--- config.mk ---
export PLATFORM = sky130hd
export DESIGN_NAME = rgb_to_hsv_pixel
export DESIGN_NICKNAME = d
export VERILOG_FILES = /design/src/rtl/rgbhsv_pkg.sv /design/src/rtl/rgb_to_hsv_pixel.sv
export SDC_FILE = /design/constraint.sdc
export NUM_CORES = 1
export LEC_CHECK = 0
export BUFFER_PORTS_ARGS = -buffer_cell sky130_fd_sc_hd__buf_2
export CAP_MARGIN = 10
export CORE_ASPECT_RATIO = 0.5
export CORE_MARGIN = 2
export CORE_UTILIZATION = 31
export DETAILED_ROUTE_END_ITERATION = 12
export GPL_TIMING_DRIVEN = 0
export HOLD_SLACK_MARGIN = 0.02
export PLACE_DENSITY = 0.52
export SKIP_LAST_GASP = 1
export SYNTH_ARGS = -nofsm -noshare
export SYNTH_HDL_FRONTEND = slang
export SYNTH_SLANG_ARGS = --single-unit
--- constraint.sdc ---
create_clock -name i_clk -period 14.58 [get_ports i_clk]
set_clock_uncertainty 0.2 [all_clocks]
set_input_delay 1.458 -clock i_clk [delete_from_list [all_inputs] [get_ports i_clk]]
set_output_delay 1.458 -clock i_clk [all_outputs]
set_load 0.1 [all_outputs]
--- src/rtl/rgbhsv_pkg.sv ---
package rgbhsv_pkg;

    localparam int PIX_W      = 8;
    localparam int HUE_W      = 9;
    localparam int SAT_W      = 7;
    // hue numerator: 60*255 + 360*255 fits in 17 bits
    localparam int HNUM_W     = 17;
    // saturation numerator: 100*255 fits in 15 bits
    localparam int SNUM_W     = 15;
    localparam int PASS_STEPS = 3;
    localparam int PASSES     = 3;
    localparam int NSTAGE     = PASSES + 1;

    localparam logic [HNUM_W-1:0] K_60  = HNUM_W'(60);
    localparam logic [HNUM_W-1:0] K_120 = HNUM_W'(120);
    localparam logic [HNUM_W-1:0] K_240 = HNUM_W'(240);
    localparam logic [HNUM_W-1:0] K_360 = HNUM_W'(360);
    localparam logic [SNUM_W-1:0] K_100 = SNUM_W'(100);
    localparam logic [HUE_W-1:0]  HUE_WRAP = HUE_W'(360);

    // One in-flight pixel: partial remainders and quotients of both
    // divisions, their divisors, and the value channel.
    typedef struct packed {
        logic [HNUM_W-1:0] hrem;
        logic [SNUM_W-1:0] srem;
        logic [HUE_W-1:0]  hq;
        logic [SAT_W-1:0]  sq;
        logic [PIX_W-1:0]  hdiv;
        logic [PIX_W-1:0]  sdiv;
    } t_div;

endpackage

--- src/rtl/rgb_to_hsv_pixel.sv ---
// RGB to HSV pixel converter. Takes one 8-bit RGB pixel per transfer and
// returns hue in whole degrees (0..359, 0 for grey), saturation in whole
// percent (truncated, 0 for black) and value (the largest channel). The
// block accepts one pixel every clock while a stalled output does not hold it:
// one stage finds max, min and the two numerators, then three stages each
// retire three quotient bits of the hue division (by max - min) and up to
// three of the saturation division (by max; its last stage retires only
// one) in restoring long-division steps. The last
// stage doubles as the output register; every stage holds its pixel while
// the one after it is full and held, so a stalled output never blocks
// pixels still filling the earlier stages.
module rgb_to_hsv_pixel (
    input  logic                        i_clk,
    input  logic                        i_rst_n,
    input  logic                        i_valid,
    output logic                        o_ready,
    input  logic [rgbhsv_pkg::PIX_W-1:0] i_red,
    input  logic [rgbhsv_pkg::PIX_W-1:0] i_green,
    input  logic [rgbhsv_pkg::PIX_W-1:0] i_blue,
    output logic                        o_valid,
    input  logic                        i_ready,
    output logic [rgbhsv_pkg::HUE_W-1:0] o_hue,
    output logic [rgbhsv_pkg::SAT_W-1:0] o_saturation,
    output logic [rgbhsv_pkg::PIX_W-1:0] o_brightness
);
    import rgbhsv_pkg::*;

    // pipeline registers; the value channel rides along as the sat divisor
    t_div             r_st  [NSTAGE];
    logic [NSTAGE-1:0] r_vld;
    logic [NSTAGE-1:0] w_adv;

    // front end
    logic [PIX_W-1:0]  w_mx;
    logic [PIX_W-1:0]  w_mn;
    logic [PIX_W-1:0]  w_diff;
    logic [HNUM_W-1:0] w_hnum;
    t_div              n_st0;

    // division chains: step j of pass s
    t_div w_chain [PASSES][PASS_STEPS+1];

    // A stage advances when it is empty or its successor advances.
    always_comb begin
        w_adv[NSTAGE-1] = !r_vld[NSTAGE-1] || i_ready;
        for (int k = NSTAGE - 2; k >= 0; k--) begin
            w_adv[k] = !r_vld[k] || w_adv[k+1];
        end
    end
    assign o_ready = w_adv[0];

    always_comb begin
        w_mx = i_red;
        if (i_green > w_mx) w_mx = i_green;
        if (i_blue > w_mx) w_mx = i_blue;
        w_mn = i_red;
        if (i_green < w_mn) w_mn = i_green;
        if (i_blue < w_mn) w_mn = i_blue;
        w_diff = w_mx - w_mn;

        // Numerators stay non-negative: the subtracted channel never exceeds
        // the added one by more than diff. Ties for max go red, then green.
        if (w_mx == i_red) begin
            w_hnum = K_60 * HNUM_W'(i_green) + K_360 * HNUM_W'(w_diff)
                   - K_60 * HNUM_W'(i_blue);
        end else if (w_mx == i_green) begin
            w_hnum = K_60 * HNUM_W'(i_blue) + K_120 * HNUM_W'(w_diff)
                   - K_60 * HNUM_W'(i_red);
        end else begin
            w_hnum = K_60 * HNUM_W'(i_red) + K_240 * HNUM_W'(w_diff)
                   - K_60 * HNUM_W'(i_green);
        end

        n_st0.hrem = w_hnum;
        n_st0.srem = K_100 * SNUM_W'(w_diff);
        n_st0.hq   = '0;
        n_st0.sq   = '0;
        n_st0.hdiv = w_diff;
        n_st0.sdiv = w_mx;
    end

    // Restoring division: the quotient fits its field, so each step tests
    // the divisor shifted to one quotient bit, most significant first.
    for (genvar s = 0; s < PASSES; s++) begin : g_pass
        assign w_chain[s][0] = r_st[s];
        for (genvar j = 0; j < PASS_STEPS; j++) begin : g_step
            localparam int HB  = HUE_W - 1 - PASS_STEPS * s - j;
            localparam int SB  = SAT_W - 1 - PASS_STEPS * s - j;
            localparam int SBC = (SB >= 0) ? SB : 0;
            always_comb begin
                logic [HNUM_W-1:0] hsh;
                logic [SNUM_W-1:0] ssh;
                w_chain[s][j+1] = w_chain[s][j];
                hsh = HNUM_W'(w_chain[s][j].hdiv) << HB;
                ssh = SNUM_W'(w_chain[s][j].sdiv) << SBC;
                if (w_chain[s][j].hrem >= hsh) begin
                    w_chain[s][j+1].hrem   = w_chain[s][j].hrem - hsh;
                    w_chain[s][j+1].hq[HB] = 1'b1;
                end
                if (SB >= 0) begin
                    if (w_chain[s][j].srem >= ssh) begin
                        w_chain[s][j+1].srem    = w_chain[s][j].srem - ssh;
                        w_chain[s][j+1].sq[SBC] = 1'b1;
                    end
                end
            end
        end
    end

    always_ff @(posedge i_clk) begin
        if (!i_rst_n) begin
            r_vld <= '0;
        end else begin
            if (w_adv[0]) r_vld[0] <= i_valid;
            for (int k = 1; k < NSTAGE; k++) begin
                if (w_adv[k]) r_vld[k] <= r_vld[k-1];
            end
        end
    end

    // payload: advance with the stage, hold otherwise
    always_ff @(posedge i_clk) begin
        if (w_adv[0]) r_st[0] <= n_st0;
        for (int k = 1; k < NSTAGE; k++) begin
            if (w_adv[k]) r_st[k] <= w_chain[k-1][PASS_STEPS];
        end
    end

    // Output: drop the quotient for grey and black pixels, wrap red hues.
    always_comb begin
        if (r_st[NSTAGE-1].hdiv == '0) begin
            o_hue = '0;
        end else if (r_st[NSTAGE-1].hq >= HUE_WRAP) begin
            o_hue = r_st[NSTAGE-1].hq - HUE_WRAP;
        end else begin
            o_hue = r_st[NSTAGE-1].hq;
        end
        o_saturation = (r_st[NSTAGE-1].sdiv == '0) ? '0 : r_st[NSTAGE-1].sq;
        o_brightness = r_st[NSTAGE-1].sdiv;
    end
    assign o_valid = r_vld[NSTAGE-1];

    a_hue_range : assert property (@(posedge i_clk) disable iff (!i_rst_n)
        o_valid |-> (o_hue < HUE_WRAP))
        else $error("hue out of range");

    a_sat_range : assert property (@(posedge i_clk) disable iff (!i_rst_n)
        o_valid |-> (o_saturation <= SAT_W'(100)))
        else $error("saturation out of range");

    a_grey_sat : assert property (@(posedge i_clk) disable iff (!i_rst_n)
        (o_valid && r_st[NSTAGE-1].hdiv == '0) |-> (o_saturation == '0))
        else $error("grey pixel with nonzero saturation");

    a_hold : assert property (@(posedge i_clk) disable iff (!i_rst_n)
        (r_vld[NSTAGE-2] && r_vld[NSTAGE-1] && !i_ready) |=> r_vld[NSTAGE-2])
        else $error("stage lost a pixel under stall");

endmodule
# Word-level counts from Yosys, hierarchy flattened

Memories as Yosys holds them, arrays and structs flattened.
Cells that the tools add are included.
Widths: inputs -> output; s select.

Register bits after elaboration: 4
RAM bits: 256
Input bits: 28
Logic and storage cells: 118
Memories kept: 1

Add/sub/neg operators: 24
Multipliers: 7
Order comparisons: 21
Equality and inequality tests: 2
Multiplexer cells: 49
Reduce and logical (&&, ||, !) cells: 10

Memories:

| name | words | width | rd ports | clocked after Yosys merged registers in | write ports | RTL line               | text |
|---|---|---|---|---|---|---|---|
| r_st | 4     | 64    | 4        | 0                                       | 4           | rgb_to_hsv_pixel.sv:29 | `t_div r_st [NSTAGE];` |

Operators with widths:

| operator             | number |
|---|---|
| $mux 17              | 11 |
| $mux 15              | 7 |
| $mul 4x8->12 const A | 5 |
| $sub 17x14->17       | 3 |
| $mux 8               | 4 |
| $mux 1               | 24 |
| $mux 9               | 2 |
| $add 14x16->17       | 1 |
| $add 14x17->17       | 1 |
| $ge 17x10->1         | 1 |
| $ge 17x11->1         | 1 |
| $ge 17x12->1         | 1 |
| $ge 17x13->1         | 1 |
| $ge 17x14->1         | 1 |
| $ge 17x15->1         | 1 |
| $ge 17x16->1         | 1 |
| $ge 17x8->1          | 1 |
| $ge 17x9->1          | 1 |
| $sub 16x14->17       | 1 |
| $sub 17x10->17       | 1 |
| $sub 17x11->17       | 1 |
| $sub 17x12->17       | 1 |
| $sub 17x13->17       | 1 |
| $sub 17x15->17       | 1 |
| 30 further kinds     | 40 |

# Logic depth before layout (Yosys ltp)

Gate-level depths: netlist (run 1).

Depth after elaboration: 10
Depth in mapped cells: 47

# Least setup slack after synthesis (run 1)

No wires, ideal clock.

Path type: input port to flip-flop
Start: input i_green[0] (netlist bit)
End: memory r_st[0][62] (netlist bit) (data pin)
Library setup time: 0.261 ns
Arrival: 10.548 ns
Slack: 3.571 ns
Cell stages on the path: 39
Buffers on the path: 2
Path through: inv_1 -> ha_1 -> nand4_1 -> nor2_1 -> or2_2 -> nand2_1 -> buf_2 -> mux2i_1 -> ha_1 -> and3_1 -> a221o_1 -> a21o_1 -> a41oi_1 -> clkbuf_1 -> a21oi_1 -> a21oi_1 -> inv_1 -> fa_1 -> (+3 left out) -> xor2_2 -> xnor2_1 -> fa_1 -> fa_1 -> inv_1 -> ha_1 -> a21oi_1 -> o21ai_0 -> a21oi_1 -> xor2_1 -> fa_1 -> inv_1 -> ha_1 -> or4_1 -> a31o_2 -> a21oi_1 -> xor2_1 -> mux2i_1

RTL lines:

| item               | RTL line               | text |
|---|---|---|
| start: declaration | rgb_to_hsv_pixel.sv:18 | `input logic [rgbhsv_pkg::PIX_W-1:0] i_green,` |
| end: declaration   | rgb_to_hsv_pixel.sv:29 |  |

==> reports/results.tsv, run 1 <==
stage	metric	value	unit
grt	number of global-route vias before repair	17300	
routing	DR iter-0 viols	754	
placed_design	GP Congestion	0.854	
routing	# DRC	0	
cts	TritonCTS clock tree	yes	
yosys	Syn Area/Cell	9.29	sq um
yosys	ys flop type	edfxtp_1	
placed_design	Buffers on Ports	53	
grt	gr ovfl total	0	
sta	unrepaired setup endpoints after global routing	false	
routing	drt pass-1 iters	5	
worst_setup_path	Top cell by count, worst path	a21oi_1	
cts	Max Root-Sink Buffers	2	
cts	total CTS buffers	17	
sta	Final Hold Viols	0	
layout	NumNets Final	2949	
floorplanning	Rows	69	
cts	post_cts resized	0	
sta	Worst slew margin	28.8	%
sta	fmax	0.0772	GHz
sta	Slew Limit Fails	0	
sta	final setup fails	0	
layout	Area growth, synth to finish	9.55	%
grt	Total GRT Usage	14.9	%
run_status	status	finished, final reports clean	
worst_setup_path	R2R cell count	34	
floorplanning	Top-Level Pins	54	
worst_setup_path	crit path max-delay cell type	xor2_2	
worst_hold_path	min-delay src	r_st[1][20]$_DFFE_PP_	
grt	antenna violations before repair	0	
routing	Vias/cell	4.92	
worst_hold_path	cell count of the worst hold path	0	
layout	n_diodes	0	
cts	CTS HTree Levels	4	
cts	CTS Hold Bufs	0	
routing	WL final	54500	um
yosys	largest cells by area after synthesis	edfxtp_1 (24%), ha_1 (17%), fa_1 (9.7%)	
worst_setup_path	CP Capture Type	register	
worst_setup_path	R2R Setup Slk	5.31	ns
worst_setup_path	Critical R2R Capture	r_st[2][34]$_DFFE_PP_	
worst_hold_path	worst min path class	reg2reg	
worst_setup_path	Critical R2R Launch	r_st[1][35]$_DFFE_PP_	
worst_setup_path	Worst path max stage delay	0.65	ns
cts	Worst-path clk slew	0.08	ns
cts	Worst-Skew Late Latency	0.45	ns
sta	Post-Route Setup TNS	0	ns
yosys	ys async rst share	0	%
layout	layout cells sized above 1	7.43	%
routing	drt wl/cell	15.7	um
sta	period utilisation layout	88.8	%
layout	fillcell total	7444	
yosys	top cell type's share of synthesized area	23.7	%
cts	clock sink count	182	
yosys	synth warn	0	
yosys	sequential fraction of the synthesis area	24.1	%
yosys	number of synthesized flops with an enable pin	178	
yosys	Synth Instances	2427	
floorplanning	die width	385	um
floorplanning	core area	71500	sq um
cts	Post-CTS Setup Inserts	0	
sta	Tmin final	12.95	ns
worst_setup_path	worst endpoint data arrival time	12.93	ns
yosys	Synthesized Nets	2873	
floorplanning	Die Ht	195	um
sta	worst-margin pin slew	1.06	ns
yosys	Post-synth top cells	inv_1 (317), ha_1 (309), a21oi_1 (189), edfxtp_1 (178), xnor2_1 (145)	
placed_design	HPWL Detailed	45900	um
yosys	Synth cell types	97	
cts	CTS Root Cell	clkbuf_16	
yosys	Yosys reg bits	182	
yosys	most frequent cell after synthesis	inv_1	
yosys	synthesized cell area	22600	sq um
flow_run	Max Cap Viol	0	
worst_hold_path	hold endpoint	r_st[2][20]$_DFFE_PP_	
worst_setup_path	crit path launch type	input port	
routing	Routed Antenna Nets	0	
grt	pin count of the biggest net entering global routing	47	
worst_setup_path	CP required	14.56	ns
floorplanning	die area	75100	sq um
worst_setup_path	Setup CP Type	in2reg	
grt	first-pass GRT wire length	90600	um
worst_setup_path	Crit Path Max Fanout	13	
floorplanning	Starting Density	31.6	%
yosys	Yosys top cell by area	edfxtp_1	
routing	Via Count	17100	
==> metrics by stage <==
stage	cells	utilization, %	hold slack (ns)	area (sq um)	worst slack (ns)
floorplan	2427	-	0.200	22600	3.57
global placement	3438	33.6	0.203	24000	1.32
detailed placement	3442	33.7	0.206	24100	1.31
CTS	3474	34.6	0.222	24700	1.74
global route	3474	34.6	0.230	24700	0.841
finish	3474	34.6	0.221	24700	1.63
==> layer usage <==
layer / up-vias / part of all wire [%] / track usage [%]
li1: 8775 / - / -
met1: 8075 / 50 / 20.7
met2: 197 / 46 / 25.3
met3: 35 / 2.1 / 1.32
met4: 0 / 1.4 / 3.17
met5: - / 0 / 0
==> worst max-delay path, delay by kind of cell <==
family	cells	cell delay, ns
AO/OA/AOI/OAI	15	3.85
XOR/XNOR	4	1.16
adder cells (fa/ha/maj)	8	3.30
buffers and inverters	7	1.32
multiplexers	2	0.70
AND/OR/NAND/NOR	4	1.07
==> area by class of cell <==
type                    instances  area, sq um  area share, %
clock buffers                  17          425           1.72
repair buffers                 57          353           1.43
flip-flops and latches        182         5430           22.0
inverters                     319         1200           4.86
plain buffers                  42          226          0.917
well taps                     958         1200           4.85
multi-input cells            1884        15700           63.6
clock inverters                15          171          0.694
==> state kept, by name, summed over array words and instances, names as in the netlist <==
register  count
r_st        178
r_vld         4
==> how the worst max path moves through the flow <==
stage                from                     to  slack (ns)  cells after the start
5_1_grt          i_red[5]  r_st[0][63]$_DFFE_PP_        0.84                     42
6_report         i_red[5]  r_st[0][62]$_DFFE_PP_        1.63                     40
3_3_place_gp     i_red[5]  r_st[0][63]$_DFFE_PP_        1.32                     42
2_1_floorplan  i_green[0]  r_st[0][62]$_DFFE_PP_        3.57                     39
4_1_cts          i_red[5]  r_st[0][63]$_DFFE_PP_        1.74                     42
3_5_place_dp     i_red[5]  r_st[0][62]$_DFFE_PP_        1.31                     40
==> cell families (layout without fill, tap and decap cells) <==
family	after synthesis	count (layout)	share of synthesized area, %
XOR/XNOR	213	213	8.37
AND/OR/NAND/NOR	544	544	12.6
multiplexers	78	78	3.61
buffers and inverters	361	450	6.32
AO/OA/AOI/OAI	630	630	18.2
adder cells (fa/ha/maj)	419	419	26.9
flip-flops	182	182	24.1
==> layout by cell type (no fill, tap or decap), drive strengths merged, types with 66 or more instances in the layout <==
master	netlist	layout
a21o	94	94
a21oi	190	190
buf	22	79
edfxtp	178	178
fa	109	109
ha	309	309
inv	319	331
nand2	120	120
nor2	143	143
o21ai	141	141
xnor2	147	147
xor2	66	66
Power of run 1 is not shown: default switching activity piles up to over one toggle a cycle in this logic, so the estimate is an artifact.
==> run 2, diff against run 1 <==
--- a/config.mk
+++ b/config.mk
@@ -13,6 +13,7 @@
 export DETAILED_ROUTE_END_ITERATION = 12
 export GPL_TIMING_DRIVEN = 0
 export HOLD_SLACK_MARGIN = 0.02
+export MAX_ROUTING_LAYER = met4
 export PLACE_DENSITY = 0.52
 export SKIP_LAST_GASP = 1
 export SYNTH_ARGS = -nofsm -noshare
==> reports/results.tsv, run 2 (synthesis gave the netlist of run 1 again) <==
stage	metric	value	unit
layout	layout cells sized above 1	7.43	%
routing	Via Count	17100	
cts	post_cts resized	0	
cts	Max Root-Sink Buffers	2	
floorplanning	die width	385	um
cts	TritonCTS clock tree	yes	
cts	CTS Root Cell	clkbuf_16	
routing	# DRC	0	
layout	Most flops, register	r_st	
grt	antenna violations before repair	0	
sta	unrepaired setup endpoints after global routing	false	
floorplanning	die area	75100	sq um
layout	Multi-input gate area	15700	sq um
routing	Vias/cell	4.91	
floorplanning	Starting Density	31.6	%
worst_setup_path	Setup CP Type	in2reg	
layout	commonest non-fill, non-tap cell in the layout	inv_1	
worst_setup_path	crit path launch type	input port	
floorplanning	Die Ht	195	um
cts	CTS HTree Levels	4	
worst_hold_path	worst min path class	reg2reg	
layout	Area growth, synth to finish	9.55	%
routing	drt pass-1 iters	5	
floorplanning	core area	71500	sq um
cts	CTS Hold Bufs	0	
grt	gr ovfl total	0	
sta	final setup fails	0	
sta	fmax	0.0773	GHz
sta	Final Hold Viols	0	
layout	most frequent cells in the layout	inv_1 (316), ha_1 (309), a21oi_1 (189)	
cts	Post-CTS Setup Inserts	0	
sta	Post-Route Setup TNS	0	ns
cts	Worst-Skew Late Latency	0.45	ns
grt	number of global-route vias before repair	17300	
sta	period utilisation layout	88.7	%
run_status	status	finished, final reports clean	
grt	first-pass GRT wire length	90500	um
placed_design	Buffers on Ports	53	
grt	Total GRT Usage	15.4	%
sta	Worst slew margin	27.9	%
worst_setup_path	worst endpoint data arrival time	13.02	ns
placed_design	HPWL Detailed	45900	um
worst_setup_path	Crit Path Max Fanout	10	
cts	clock sink count	182	
worst_setup_path	crit path max-delay cell type	xor2_1	
layout	Seq. cell area	5430	sq um
sta	Slew Limit Fails	0	
routing	Routed Antenna Nets	0	
grt	pin count of the biggest net entering global routing	47	
routing	drt wl/cell	15.7	um
floorplanning	Rows	69	
layout	n_diodes	0	
layout	largest registers	r_st: 178 flops, r_vld: 4 flops	
layout	number of flip-flops in the largest register	178	
worst_setup_path	Worst path max stage delay	0.75	ns
layout	fillcell total	7444	
sta	worst-margin pin slew	1.07	ns
floorplanning	Top-Level Pins	54	
cts	total CTS buffers	17	
cts	Worst-path clk slew	0.08	ns
routing	DR iter-0 viols	745	
routing	WL final	54500	um
sta	Tmin final	12.93	ns
placed_design	GP Congestion	0.868	
layout	NumNets Final	2949	
flow_run	Max Cap Viol	0	
worst_setup_path	CP Capture Type	register	
worst_setup_path	CP required	14.67	ns
## run 2: critical path: cells and delay by family
family | cells | cell delay, ns
AOI/OAI and AO/OA | 15 | 3.70
xor gates and xnor gates | 3 | 1.39
adders and majority gates | 7 | 2.93
buffers and inverters | 9 | 1.76
muxes | 3 | 1.03
and+or+nand+nor | 4 | 0.72
## run 2: final timing paths
check	end	slack, ns	startpoint	cells past startpoint
setup / recovery	r_st[0][63]$_DFFE_PP_	1.65	i_red[5]	41
hold / removal	r_st[2][20]$_DFFE_PP_	0.22	r_st[1][20]$_DFFE_PP_	0
setup reg to reg	r_st[2][34]$_DFFE_PP_	5.32	r_st[1][35]$_DFFE_PP_	34
hold reg to reg	r_st[2][20]$_DFFE_PP_	0.22	r_st[1][20]$_DFFE_PP_	0
## run 2: layer usage
metal	up-vias	GRT usage, %	routed length (um)
met2	196	25.3	25100
met3	41	1.23	1290
li1	8774	-	-
met5	-	-	0
met4	0	3.27	784
met1	8054	20.7	27200
## run 2: final cells by class
class / count / share of cell area (%)
Sequential cell: 182 / 22.0
Inverter: 319 / 4.86
Tap cell: 958 / 4.85
Clock buffer: 17 / 1.72
Buffer: 42 / 0.917
Multi-Input combinational cell: 1884 / 63.6
Clock inverter: 15 / 0.694
Timing Repair Buffer: 57 / 1.43
## run 2: through the flow
step	hold WS [ns]	cell area (sq um)	utilization, %	instances	setup WS, ns
6_report	0.221	24700	34.6	3474	1.65
5_1_grt	0.230	24700	34.6	3474	0.837
4_1_cts	0.222	24700	34.6	3474	1.74
3_5_place_dp	0.206	24100	33.7	3442	1.31
3_3_place_gp	0.203	24000	33.6	3438	1.32
2_1_floorplan	0.200	22600	-	2427	3.57
Power of run 2 is left out for the same reason.
